==> config.mk <==
export PLATFORM = sky130hd
export DESIGN_NAME = strict_utf8_to_utf16_transcoder
export DESIGN_NICKNAME = d
export VERILOG_FILES = /design/src/hdl/u8u16_pkg.sv /design/src/hdl/strict_utf8_to_utf16_transcoder.sv
export SDC_FILE = /design/constraint.sdc
export NUM_CORES = 1
export LEC_CHECK = 0
export ABC_AREA = 1
export BUFFER_PORTS_ARGS = -buffer_cell sky130_fd_sc_hd__buf_2
export CAP_MARGIN = 30
export CORE_ASPECT_RATIO = 1.5
export CORE_MARGIN = 2
export CORE_UTILIZATION = 25
export DETAILED_ROUTE_END_ITERATION = 16
export PLACE_DENSITY_LB_ADDON = 0.15
export SYNTH_ARGS = -nofsm -noshare
export SYNTH_HDL_FRONTEND = slang
export SYNTH_SLANG_ARGS = --single-unit
==> constraint.sdc <==
create_clock -name clk -period 4.05 [get_ports clk]
set_clock_uncertainty 0.1 [all_clocks]
set_input_delay 0.6075 -clock clk [delete_from_list [all_inputs] [get_ports clk]]
set_output_delay 0.6075 -clock clk [all_outputs]
set_load 0.01 [all_outputs]
==> src/hdl/u8u16_pkg.sv <==
// ----------------------------------------------------------------------------
// u8u16_pkg
// types and constants shared by the strict utf-8 to utf-16 transcoder
// ----------------------------------------------------------------------------
package u8u16_pkg;

	typedef struct packed {
		logic [7:0] byte_in;
		logic       end_of_string;
	} in_req_t;

	typedef struct packed {
		logic [15:0] code_unit;
		logic        status;
		logic        run_last;
		logic        string_done;
	} out_req_t;

	localparam int unsigned FifoDepth = 4;

	localparam logic [7:0]  LEAD2_LO   = 8'hC2;
	localparam logic [7:0]  LEAD2_HI   = 8'hDF;
	localparam logic [7:0]  LEAD3_LO   = 8'hE0;
	localparam logic [7:0]  LEAD3_HI   = 8'hEF;
	localparam logic [7:0]  LEAD4_LO   = 8'hF0;
	localparam logic [7:0]  LEAD4_HI   = 8'hF4;
	localparam logic [7:0]  LEAD_E0    = 8'hE0;
	localparam logic [7:0]  LEAD_ED    = 8'hED;
	localparam logic [7:0]  LEAD_F0    = 8'hF0;
	localparam logic [7:0]  LEAD_F4    = 8'hF4;
	localparam logic [7:0]  CONT_LO    = 8'h80;
	localparam logic [7:0]  CONT_HI    = 8'hBF;
	localparam logic [7:0]  CONT_E0_LO = 8'hA0;
	localparam logic [7:0]  CONT_ED_HI = 8'h9F;
	localparam logic [7:0]  CONT_F0_LO = 8'h90;
	localparam logic [7:0]  CONT_F4_HI = 8'h8F;
	localparam logic [7:0]  PRINT_LO   = 8'h20;
	localparam logic [7:0]  PRINT_HI   = 8'h7E;
	localparam logic [7:0]  CH_TAB     = 8'h09;
	localparam logic [7:0]  CH_LF      = 8'h0A;
	localparam logic [7:0]  CH_CR      = 8'h0D;
	localparam logic [15:0] BOM_UNIT   = 16'hFEFF;
	localparam logic [15:0] HI_SURR    = 16'hD800;
	localparam logic [15:0] LO_SURR    = 16'hDC00;
	localparam logic [20:0] PLANE1     = 21'h010000;
	localparam logic        ST_DATA    = 1'b0;
	localparam logic        ST_ERROR   = 1'b1;

endpackage

==> src/hdl/strict_utf8_to_utf16_transcoder.sv <==
// ----------------------------------------------------------------------------
// strict_utf8_to_utf16_transcoder
// path: input register, then decode into the result queue that drives dst
// throughput: 1 byte per cycle while the queue holds at most 2 results;
// two results take 2 slots; the 4-entry queue sets the rate once dst stalls
// reset: asynchronous arst_n clears decode state, queue and emit_bom
// ----------------------------------------------------------------------------
// strict utf-8 decoder producing utf-16 code units, with optional bom
// ----------------------------------------------------------------------------
module strict_utf8_to_utf16_transcoder (
	input  logic                clk,
	input  logic                arst_n,
	input  logic                cfg_valid,
	output logic                cfg_ready,
	input  logic                cfg_data,
	input  logic                src_valid,
	output logic                src_stall,
	input  u8u16_pkg::in_req_t  src_data,
	output logic                dst_valid,
	input  logic                dst_stall,
	output u8u16_pkg::out_req_t dst_data
);
	import u8u16_pkg::*;

	localparam int unsigned PtrW = $clog2(FifoDepth);
	localparam int unsigned CntW = $clog2(FifoDepth + 1);

	logic        emit_bom_q;
	logic        valid_s1;
	in_req_t     req_s1;
	logic [1:0]  pending_q;
	logic [20:0] partial_q;
	logic [7:0]  lead_q;
	logic [1:0]  seq_pos_q;
	logic        error_seen_q;
	logic        started_q;

	out_req_t      fifo_q [FifoDepth];
	logic [PtrW-1:0] wr_ptr_q;
	logic [PtrW-1:0] rd_ptr_q;
	logic [CntW-1:0] cnt_q;

	logic        advance;
	logic        pop;
	logic [1:0]  n_res;
	out_req_t    res0;
	out_req_t    res1;
	logic [1:0]  pending_d;
	logic [20:0] partial_d;
	logic [7:0]  lead_d;
	logic [1:0]  seq_pos_d;
	logic        error_seen_d;
	logic        started_d;

	assign cfg_ready = 1'b1;
	assign advance   = valid_s1 && (cnt_q <= CntW'(FifoDepth - 2));
	assign src_stall = valid_s1 && !advance;
	assign dst_valid = (cnt_q != '0);
	assign pop       = dst_valid && !dst_stall;
	assign dst_data  = fifo_q[rd_ptr_q];

	always_comb begin
		logic [7:0]  b;
		logic        eos;
		logic        bad;
		logic        bom;
		logic [1:0]  nd;
		logic [15:0] ua;
		logic [15:0] ub;
		logic [7:0]  lo;
		logic [7:0]  hi;
		logic [20:0] np;
		logic [19:0] v;
		out_req_t    res [2];
		logic [1:0]  n;

		b            = req_s1.byte_in;
		eos          = req_s1.end_of_string;
		bad          = 1'b0;
		bom          = 1'b0;
		nd           = 2'd0;
		ua           = '0;
		ub           = '0;
		lo           = CONT_LO;
		hi           = CONT_HI;
		np           = {partial_q[14:0], b[5:0]};
		v            = 20'(np - PLANE1);
		pending_d    = pending_q;
		partial_d    = partial_q;
		lead_d       = lead_q;
		seq_pos_d    = seq_pos_q;
		error_seen_d = error_seen_q;
		started_d    = started_q;
		res[0]       = '0;
		res[1]       = '0;
		n            = 2'd0;

		if (!error_seen_q) begin
			started_d = 1'b1;
			bom       = !started_q && emit_bom_q;
			if (pending_q == 2'd0) begin
				if (b == CH_TAB || b == CH_LF || b == CH_CR || b inside {[PRINT_LO:PRINT_HI]}) begin
					nd = 2'd1;
					ua = {8'h00, b};
				end else if (b inside {[LEAD2_LO:LEAD2_HI]}) begin
					pending_d = 2'd1;
					partial_d = {16'h0, b[4:0]};
					lead_d    = b;
					seq_pos_d = 2'd0;
				end else if (b inside {[LEAD3_LO:LEAD3_HI]}) begin
					pending_d = 2'd2;
					partial_d = {17'h0, b[3:0]};
					lead_d    = b;
					seq_pos_d = 2'd0;
				end else if (b inside {[LEAD4_LO:LEAD4_HI]}) begin
					pending_d = 2'd3;
					partial_d = {18'h0, b[2:0]};
					lead_d    = b;
					seq_pos_d = 2'd0;
				end else begin
					bad = 1'b1;
				end
			end else begin
				if (seq_pos_q == 2'd0) begin
					if (lead_q == LEAD_E0) begin
						lo = CONT_E0_LO;
					end else if (lead_q == LEAD_ED) begin
						hi = CONT_ED_HI;
					end else if (lead_q == LEAD_F0) begin
						lo = CONT_F0_LO;
					end else if (lead_q == LEAD_F4) begin
						hi = CONT_F4_HI;
					end
				end
				if (b >= lo && b <= hi) begin
					partial_d = np;
					pending_d = pending_q - 2'd1;
					seq_pos_d = seq_pos_q + 2'd1;
					if (pending_q == 2'd1) begin
						if (np < PLANE1) begin
							nd = 2'd1;
							ua = np[15:0];
						end else begin
							nd = 2'd2;
							ua = HI_SURR + {6'h0, v[19:10]};
							ub = LO_SURR + {6'h0, v[9:0]};
						end
						partial_d = '0;
						lead_d    = '0;
						seq_pos_d = 2'd0;
					end
				end else begin
					bad = 1'b1;
				end
			end

			if (!bad && eos && pending_d != 2'd0) begin
				bad = 1'b1;
			end

			if (bom) begin
				res[0] = '{code_unit: BOM_UNIT, status: ST_DATA, run_last: 1'b0,
					string_done: 1'b0};
				n = n + 2'd1;
			end
			if (nd != 2'd0) begin
				res[n[0]] = '{code_unit: ua, status: ST_DATA, run_last: 1'b0,
					string_done: 1'b0};
				n = n + 2'd1;
			end
			if (nd == 2'd2) begin
				res[n[0]] = '{code_unit: ub, status: ST_DATA, run_last: 1'b0,
					string_done: 1'b0};
				n = n + 2'd1;
			end
			if (bad) begin
				res[n[0]] = '{code_unit: 16'h0, status: ST_ERROR, run_last: 1'b0,
					string_done: 1'b0};
				n = n + 2'd1;
				error_seen_d = 1'b1;
				pending_d    = 2'd0;
				partial_d    = '0;
				lead_d       = '0;
				seq_pos_d    = 2'd0;
			end
			if (n != 2'd0) begin
				res[n[0] ^ 1'b1].run_last    = 1'b1;
				res[n[0] ^ 1'b1].string_done = eos;
			end
		end

		if (eos) begin
			pending_d    = 2'd0;
			partial_d    = '0;
			lead_d       = '0;
			seq_pos_d    = 2'd0;
			error_seen_d = 1'b0;
			started_d    = 1'b0;
		end

		res0  = res[0];
		res1  = res[1];
		n_res = n;
	end

	// config register
	always_ff @(posedge clk or negedge arst_n) begin
		if (!arst_n) begin
			emit_bom_q <= 1'b0;
		end else if (cfg_valid && cfg_ready) begin
			emit_bom_q <= cfg_data;
		end
	end

	// input register
	always_ff @(posedge clk or negedge arst_n) begin
		if (!arst_n) begin
			valid_s1 <= 1'b0;
		end else if (!src_stall) begin
			valid_s1 <= src_valid;
		end
	end

	always_ff @(posedge clk) begin
		if (src_valid && !src_stall) begin
			req_s1 <= src_data;
		end
	end

	// decode state
	always_ff @(posedge clk or negedge arst_n) begin
		if (!arst_n) begin
			pending_q    <= 2'd0;
			partial_q    <= '0;
			lead_q       <= '0;
			seq_pos_q    <= 2'd0;
			error_seen_q <= 1'b0;
			started_q    <= 1'b0;
		end else if (advance) begin
			pending_q    <= pending_d;
			partial_q    <= partial_d;
			lead_q       <= lead_d;
			seq_pos_q    <= seq_pos_d;
			error_seen_q <= error_seen_d;
			started_q    <= started_d;
		end
	end

	// result queue
	always_ff @(posedge clk) begin
		if (advance && n_res != 2'd0) begin
			fifo_q[wr_ptr_q] <= res0;
		end
		if (advance && n_res == 2'd2) begin
			fifo_q[wr_ptr_q + PtrW'(1)] <= res1;
		end
	end

	always_ff @(posedge clk or negedge arst_n) begin
		if (!arst_n) begin
			wr_ptr_q <= '0;
			rd_ptr_q <= '0;
			cnt_q    <= '0;
		end else begin
			if (advance) begin
				wr_ptr_q <= wr_ptr_q + PtrW'(n_res);
			end
			if (pop) begin
				rd_ptr_q <= rd_ptr_q + PtrW'(1);
			end
			cnt_q <= cnt_q + (advance ? CntW'(n_res) : CntW'(0)) - (pop ? CntW'(1) : CntW'(0));
		end
	end

endmodule
==> metrics.md, run 1 <==
| Metric | Value |
|---|---|
| Status | `finished, final reports clean` |
| Worst-margin pin slew | `~980 ps` |
| Period utilisation layout | `around 95%` |
| Clock Power Share | `18.1%` |
| Vias per cell | `around 4.8` |
| Mapped Area | `~7600 sq um` |
| Largest stage delay, worst path | `around 400 ps` |
| Max-capacitance violation count | `0` |
| Root Driver | `clkbuf_16` |
| Avg Inst Size Synth | `about 8.3 sq um` |
| FF-to-FF End | `cnt_q[2]` |
| Max H-tree Level | `4` |
| Final Slew Violations | `0` |
| RSZ-0062 raised after global routing | `yes` |
| Filler cells | `3295` |
| CP Capture Type | `register` |
| Critical-path cell with the highest stage delay | `dfrtp_1` |
| Via count of the routed design | `roughly 6600` |
| Yosys cell types | `a little under 50` |
| Worst endpoint required time | `between 4000 and 5000 ps` |
| Slew headroom | `around a third` |
| NetSw | `4.04 mW` |
| Ys Warns | `0` |
| Cts bufs inserted | `17` |
| Startpoint Class | `register` |
| Die area | `between 30000 and 40000 sq um` |
| Seq cells post-synth | `between 100 and 150` |
| Fraction of layout cells with a size suffix above 1 | `approximately 18%` |
| Flop-to-flop setup slack | `220 ps` |
| Routability Congestion | `a little under 0.9` |
| Nets | `approximately 1000` |
| DRC Markers | `0` |
| Int Power | `approximately 4.2 mW` |
| Die Wd | `around 150 microns` |
| Combinational Power Share | `a little under three fifths` |
| CP top delay family | `simple AND/OR/NAND/NOR gates` |
| Crit-path max FO | `5` |
| Switching Fraction | `49.3%` |
| Initial core utilization | `25.3%` |
| Syn Nets | `roughly 950` |
| Total grt overflow | `0` |
| Initial DRC count | `roughly 400` |
| Final setup viols | `0` |
| First-pass GRT wire length | `a little under 40 mm` |
| Fin. Hold Viols | `0` |
| Total Routing Usage GR | `about 16%` |
| Area growth syn-to-layout | `18.9%` |
| Core area | `30100 sq um` |
| Crit Path Class | `reg -> reg` |
| IO Pins | `37` |
| CTS tree | `yes` |
| Min Tclk post-route | `about 3800 ps` |
| Clk slew on worst S/H paths | `roughly 50 ps` |
| Peak Freq | `0.261 GHz` |
| Height of the die | `approximately 220 microns` |
| ANT cells | `0` |
| Fraction of registers with async set/reset | `between 30 and 40%` |
| P_leak | `3.83 nW` |
| Reg2Reg Depth | `24` |
| Cell Rows | `between 70 and 80` |
| Pre-Repair DR Iteration Count | `5` |
| CP cell instances | `nor2_1, nand2_1, or3_4, a21oi_2, ha_1, nand2_1, nor2_1, nand2_1, nand2_4, a21oi_2, nor2_1, nor2_2, nand2_2, nand2_4, nand2_4, ha_4, inv_4, nor2_4, nand2_2, ha_1, inv_1, ha_1, fa_2, xnor2_1` |
| Synth Instances | `slightly above 900` |
| Hold buffer count at CTS | `0` |
| Port buffer count | `35` |
| Peak VDD IR | `0.000614 V` |
| Final WS setup | `~220 ps` |
| Final WL | `about 25 mm` |
| Sum Neg Setup Slack | `0 ps` |
| Worst path buffer plus inverter count | `2` |
| Antenna viol nets, final | `0` |
| Dpl hpwl | `18.1 mm` |
| Initial antenna violation count | `0` |
| Ys flop type | `edfxtp_1` |
| FF-to-FF Start | `lead_q[0]` |
| CTS Buffer Depth | `2` |
| Number of synthesized flops with an enable pin | `85` |
| Skew-Pair Late Insertion Delay | `around 450 ps` |
| Register area share after synthesis | `46.1%` |
| Total clock sinks | `123` |
| Largest net degree at the start of global routing | `between 50 and 60` |
| Min-delay worst type | `in -> async` |
| Routed len/inst | `roughly 18 microns` |
| Critical Path AT | `about 4100 ps` |
| Pwr dens | `909 nW/um^2` |
| Sequential power share | `about a quarter` |
| Number of global-route vias before repair | `between 6000 and 7000` |
| Dpl ws | `77.3 ps` |
| Post-layout util | `between 30% and 40%` |
per-layer routing:
| metal | GRT usage [%] | part of all wire, % | vias to the layer above |
|---|---|---|---|
| met5 | 0 | 0 | - |
| met3 | 2.22 | 3.4 | 48 |
| li1 | - | - | 3266 |
| met1 | 17.3 | 39 | 3163 |
| met2 | 31.2 | 54 | 165 |
| met4 | 9.06 | 4.2 | 0 |
cells in the final DEF, fill, tap and decap left out, types with 3 or more instances in the layout:
| cell type | n |
|---|---|
| nand3b_1 | 4 |
| nand2_1 | 250 |
| ha_1 | 13 |
| o22ai_1 | 44 |
| nand4_1 | 67 |
| nor2_2 | 7 |
| clkbuf_1 | 3 |
| nand4_4 | 4 |
| nand2_2 | 6 |
| xor2_1 | 4 |
| inv_1 | 60 |
| nand2_4 | 11 |
| edfxtp_1 | 85 |
| inv_2 | 12 |
| o211ai_1 | 5 |
| buf_12 | 6 |
| clkinvlp_4 | 3 |
| buf_4 | 34 |
| nand3_1 | 45 |
| o32ai_1 | 4 |
| o21ai_0 | 55 |
| nand3_4 | 3 |
| nor3_1 | 6 |
| buf_2 | 35 |
| dfrtp_1 | 38 |
| clkinv_2 | 4 |
| nor2_1 | 94 |
| a21oi_1 | 15 |
| clkinv_1 | 3 |
| nor2_4 | 3 |
| clkbuf_16 | 17 |
synth_stat cells (8+ instances only):
library cell  count  area [sq um]
buf_2             8          40.0
inv_1            60           225
o22ai_1          44           275
nand2_1         252           946
clkbuf_1         31           116
edfxtp_1         85          2550
inv_2            13          48.8
ha_1             14           175
a21oi_1          17          85.1
nand3_1          45           225
nor2_1           95           357
o21ai_0          55           275
nand4_1          67           419
nand2_4           9           101
dfrtp_1          38           951
layout make-up:
cell class                      instances  area (sq um)  share of cell area, %
Clock buffer                           20           437                   4.84
Clock inverter                         12           124                   1.37
Inverter                               76           293                   3.24
Multi-Input combinational cell        670          3610                   40.0
Sequential cell                       123          3500                   38.8
Tap cell                              400           500                   5.54
Timing Repair Buffer                   76           562                   6.22
worst max path at each step:
stage | slack [ps] | end | cells past startpoint | start
after global placement | 100 | cnt_q[2] | 24 | seq_pos_q[0]
after global routing | -50 | cnt_q[2] | 24 | lead_q[0]
after floorplan | 40 | cnt_q[2] | 25 | lead_q[0]
final | 220 | cnt_q[2] | 24 | lead_q[0]
after CTS | 50 | cnt_q[2] | 24 | seq_pos_q[0]
after detailed placement | 80 | cnt_q[2] | 24 | seq_pos_q[0]
metrics by stage:
| step | hold WS [ps] | cell area [sq um] | power, mW | instances |
|---|---|---|---|---|
| 6_report | 8.08 | 9030 | 8.20 | 1377 |
| 5_1_grt | 29.4 | 9030 | 8.82 | 1377 |
| 4_1_cts | 0.616 | 8970 | 8.25 | 1376 |
| 3_5_place_dp | 367 | 8410 | 6.74 | 1344 |
| 3_3_place_gp | 364 | 8390 | 6.72 | 1343 |
| 2_1_floorplan | 212 | 7620 | 5.13 | 919 |
timing repair:
item / 4_1_cts / 5_1_grt
buffers inserted: 0 / 1
resized for setup: 0 / 12
endpoints found under the setup margin: 0 / 59
kinds of logic after synthesis:
| family | Yosys count | share of synthesized area (%) |
|---|---|---|
| DFF | 123 | 46.1 |
| and+or+nand+nor | 510 | 32.4 |
| buffers and inverters | 126 | 7.21 |
| AOI/OAI and AO/OA | 137 | 10.8 |
| adders and majority gates | 15 | 2.57 |
| other | 1 | 0.0494 |
| xor gates and xnor gates | 6 | 0.692 |
| muxes | 1 | 0.148 |
sequential cells by signal, summed over array words and instances, names as in the netlist, 2 cells and up:
| signal | count |
|---|---|
| pending_q | 2 |
| req_s1 | 9 |
| rd_ptr_q | 2 |
| lead_q | 8 |
| cnt_q | 3 |
| seq_pos_q | 2 |
| wr_ptr_q | 2 |
| partial_q | 15 |
| fifo_q | 76 |
worst reg2reg max path: cells and delay by family (launching register included):
kind	cells	cell delay [ps]
AOI/OAI and AO/OA	2	260
xor gates and xnor gates	1	130
adders and majority gates	5	1320
buffers and inverters	2	80
DFF	1	390
and+or+nand+nor	14	1440
power by group through the flow:
| stage | combinational [mW] | sequential [mW] | clock [mW] |
|---|---|---|---|
| after global routing | 5.14 | 2.10 | 1.57 |
| final | 4.65 | 2.06 | 1.49 |
| after detailed placement | 4.65 | 2.09 | 0 |
| after floorplan | 3.13 | 2.00 | 0 |
| after CTS | 4.66 | 2.07 | 1.52 |
| after global placement | 4.63 | 2.09 | 0 |
Power figures use the tool's default switching activity.
==> run 2, diff against run 1 <==
--- a/config.mk
+++ b/config.mk
@@ -10,7 +10,7 @@
 export CAP_MARGIN = 30
 export CORE_ASPECT_RATIO = 1.5
 export CORE_MARGIN = 2
-export CORE_UTILIZATION = 25
+export CORE_UTILIZATION = 40
 export DETAILED_ROUTE_END_ITERATION = 16
 export PLACE_DENSITY_LB_ADDON = 0.15
 export SYNTH_ARGS = -nofsm -noshare
==> run 2 against run 1 <==
First-iteration DRC count up 4.2%. Non-clock buffer count unchanged. Critical endpoint is now cnt_q[1]. Cell count down 11%. Register-to-register slack worse by 30 ps.
==> metrics.md, run 2 (same netlist as run 1, synthesis figures left out) <==
| Metric | Value |
|---|---|
| Fin. Hold Viols | `0 (unchanged)` |
| CP startpoint | `lead_q[0] (unchanged)` |
| Peak Freq | `0.259 GHz (was 0.261 GHz)` |
| Reg2Reg Depth | `23 (was 24)` |
| Antenna viol nets, final | `0 (unchanged)` |
| Status | `finished, final reports clean (unchanged)` |
| Initial antenna violation count | `0 (unchanged)` |
| Total grt overflow | `0 (unchanged)` |
| Skew-Pair Late Insertion Delay | `420 ps (was 450 ps)` |
| Final WL | `22.5 mm (was 25.1 mm)` |
| Total clock sinks | `123 (unchanged)` |
| Worst endpoint required time | `4310 ps (was 4280 ps)` |
| Dpl hpwl | `15.6 mm (was 18.1 mm)` |
| Pre-Repair DR Iteration Count | `4 (was 5)` |
| RSZ-0062 raised after global routing | `yes (unchanged)` |
| Tot Pwr | `8.12 mW (was 8.20 mW)` |
| Final Slew Violations | `0 (unchanged)` |
| Initial DRC count | `421 (was 404)` |
| Max-capacitance violation count | `0 (unchanged)` |
| Area growth syn-to-layout | `16.4% (was 18.9%)` |
| Max reg flops | `76 (unchanged)` |
| Flop-to-flop setup slack | `180 ps (was 220 ps)` |
| FF-to-FF Start | `lead_q[0] (unchanged)` |
| Initial core utilization | `41.0% (was 25.3%)` |
| Max H-tree Level | `4 (unchanged)` |
| Core area | `18500 sq um (was 30100 sq um)` |
| Worst-margin pin slew | `940 ps (was 977 ps)` |
| Die Wd | `117 microns (was 146 microns)` |
| Capture point of the worst path | `cnt_q[1] (was cnt_q[2])` |
| Hold buffer count at CTS | `0 (unchanged)` |
| Clk slew on worst S/H paths | `60 ps (was 50 ps)` |
| Crit-path max FO | `6 (was 5)` |
| Most frequent cells in the layout | `nand2_1, nor2_1, edfxtp_1 (unchanged)` |
| Port buffer count | `35 (unchanged)` |
| Final setup viols | `0 (unchanged)` |
| Cts bufs inserted | `17 (unchanged)` |
| Height of the die | `173 microns (was 217 microns)` |
| Die area | `20100 sq um (was 31800 sq um)` |
| Nets | `994 (unchanged)` |
| Routability Congestion | `1.02 (was 0.885)` |
| Via count of the routed design | `6699 (was 6642)` |
| Commonest non-fill, non-tap cell in the layout | `nand2_1 (unchanged)` |
| Final WS setup | `182 ps (was 217 ps)` |
| ANT cells | `0 (unchanged)` |
| CTS Buffer Depth | `2 (unchanged)` |
| Biggest regs | `fifo_q x76, partial_q x15, req_s1 x9 (unchanged)` |
| FF-to-FF End | `cnt_q[1] (was cnt_q[2])` |
| Routed len/inst | `18.3 microns (was 18.2 microns)` |
| Filler cells | `1834 (was 3295)` |
| Dpl ws | `121 ps (was 77.3 ps)` |
| Startpoint Class | `register (unchanged)` |
| Top reg by flops | `fifo_q (unchanged)` |
| Number of global-route vias before repair | `6681 (was 6579)` |
| P_leak | `3.80 nW (was 3.83 nW)` |
| Vias per cell | `5.45 (was 4.82)` |
| First-pass GRT wire length | `36.0 mm (was 38.9 mm)` |
| Total Routing Usage GR | `23.5% (was 16.4%)` |
| Largest net degree at the start of global routing | `59 (unchanged)` |
| CTS tree | `yes (unchanged)` |
| Cell Rows | `61 (was 78)` |
| DRC Markers | `0 (unchanged)` |
| IO Pins | `37 (unchanged)` |
| WHS | `215 ps (was 8.08 ps)` |
| Period utilisation layout | `95.5% (was 94.7%)` |
| Min-delay worst type | `in -> async (unchanged)` |
| Fraction of layout cells with a size suffix above 1 | `18.0% (was 17.6%)` |
| Peak VDD IR | `0.000376 V (was 0.000614 V)` |
| Min Tclk post-route | `3870 ps (was 3830 ps)` |
| Root Driver | `clkbuf_16 (unchanged)` |
| CP Capture Type | `register (unchanged)` |
| Slew headroom | `37.3% (was 34.8%)` |
| Pwr dens | `918 nW/um^2 (was 909 nW/um^2)` |
| Critical Path AT | `4130 ps (was 4060 ps)` |
| Crit Path Class | `reg -> reg (unchanged)` |
-- run 2: final cells by class --
class / count / area, sq um / area share (%)
multi-input combinational: 670 / 3640 / 41.2
inverter: 76 / 295 / 3.34
tap: 252 / 315 / 3.57
sequential: 123 / 3500 / 39.6
clock buffer: 20 / 437 / 4.94
clock inverter: 12 / 100 / 1.13
timing repair buffer: 76 / 549 / 6.21
-- run 2: where the power goes --
group,total [mW],switching [mW],internal [mW]
clock,1.40,0.560,0.836
combinational,4.67,3.24,1.43
sequential,2.06,0.187,1.87
-- run 2: metrics by stage --
| stage | instance area (sq um) | utilization, % | instances | TNS, ps |
|---|---|---|---|---|
| floorplan | 7620 | - | 919 | 0 |
| global placement | 8160 | 44.0 | 1189 | 0 |
| detailed placement | 8160 | 44.0 | 1189 | 0 |
| CTS | 8700 | 46.9 | 1221 | 0 |
| global route | 8840 | 47.7 | 1229 | -127 |
| finish | 8840 | 47.7 | 1229 | 0 |
-- run 2: worst min path at each step --
stage	cells after the start	end
6_report	1	valid_s1
4_1_cts	1	valid_s1
2_1_floorplan	0	cnt_q[0]
3_3_place_gp	2	lead_q[7]
5_1_grt	1	req_s1[8]
3_5_place_dp	2	lead_q[6]
-- run 2: routing by layer --
| layer | part of all wire (%) | vias up | global-route usage (%) |
|---|---|---|---|
| li1 | - | 3274 | - |
| met3 | 4.3 | 64 | 4.00 |
| met5 | 0 | - | 0 |
| met4 | 4.3 | 0 | 12.1 |
| met1 | 39 | 3172 | 27.3 |
| met2 | 52 | 189 | 40.6 |
-- run 2: timing repair --
| action | in CTS | in global routing |
|---|---|---|
| resized for setup | 0 | 18 |
| buffers inserted | 0 | 8 |
| setup endpoints to repair | 0 | 60 |
-- run 2: worst max-delay path, stage by stage (launching register included) --
cell      delay (ps)
dfrtp_1          390
nor2_1           110
nand2_1           90
or3_4            400
a21oi_2          140
ha_1             250
nand2_1           90
a21boi_2          70
nand2_4          130
nand3_4           80
nand2_2          130
nand2_4           80
inv_2             60
nor2_2            40
nor2_4           140
inv_4             60
ha_4             280
inv_4             40
nor2_4            80
nand2_2           80
ha_4             270
inv_2             40
ha_4             140
fa_2             510
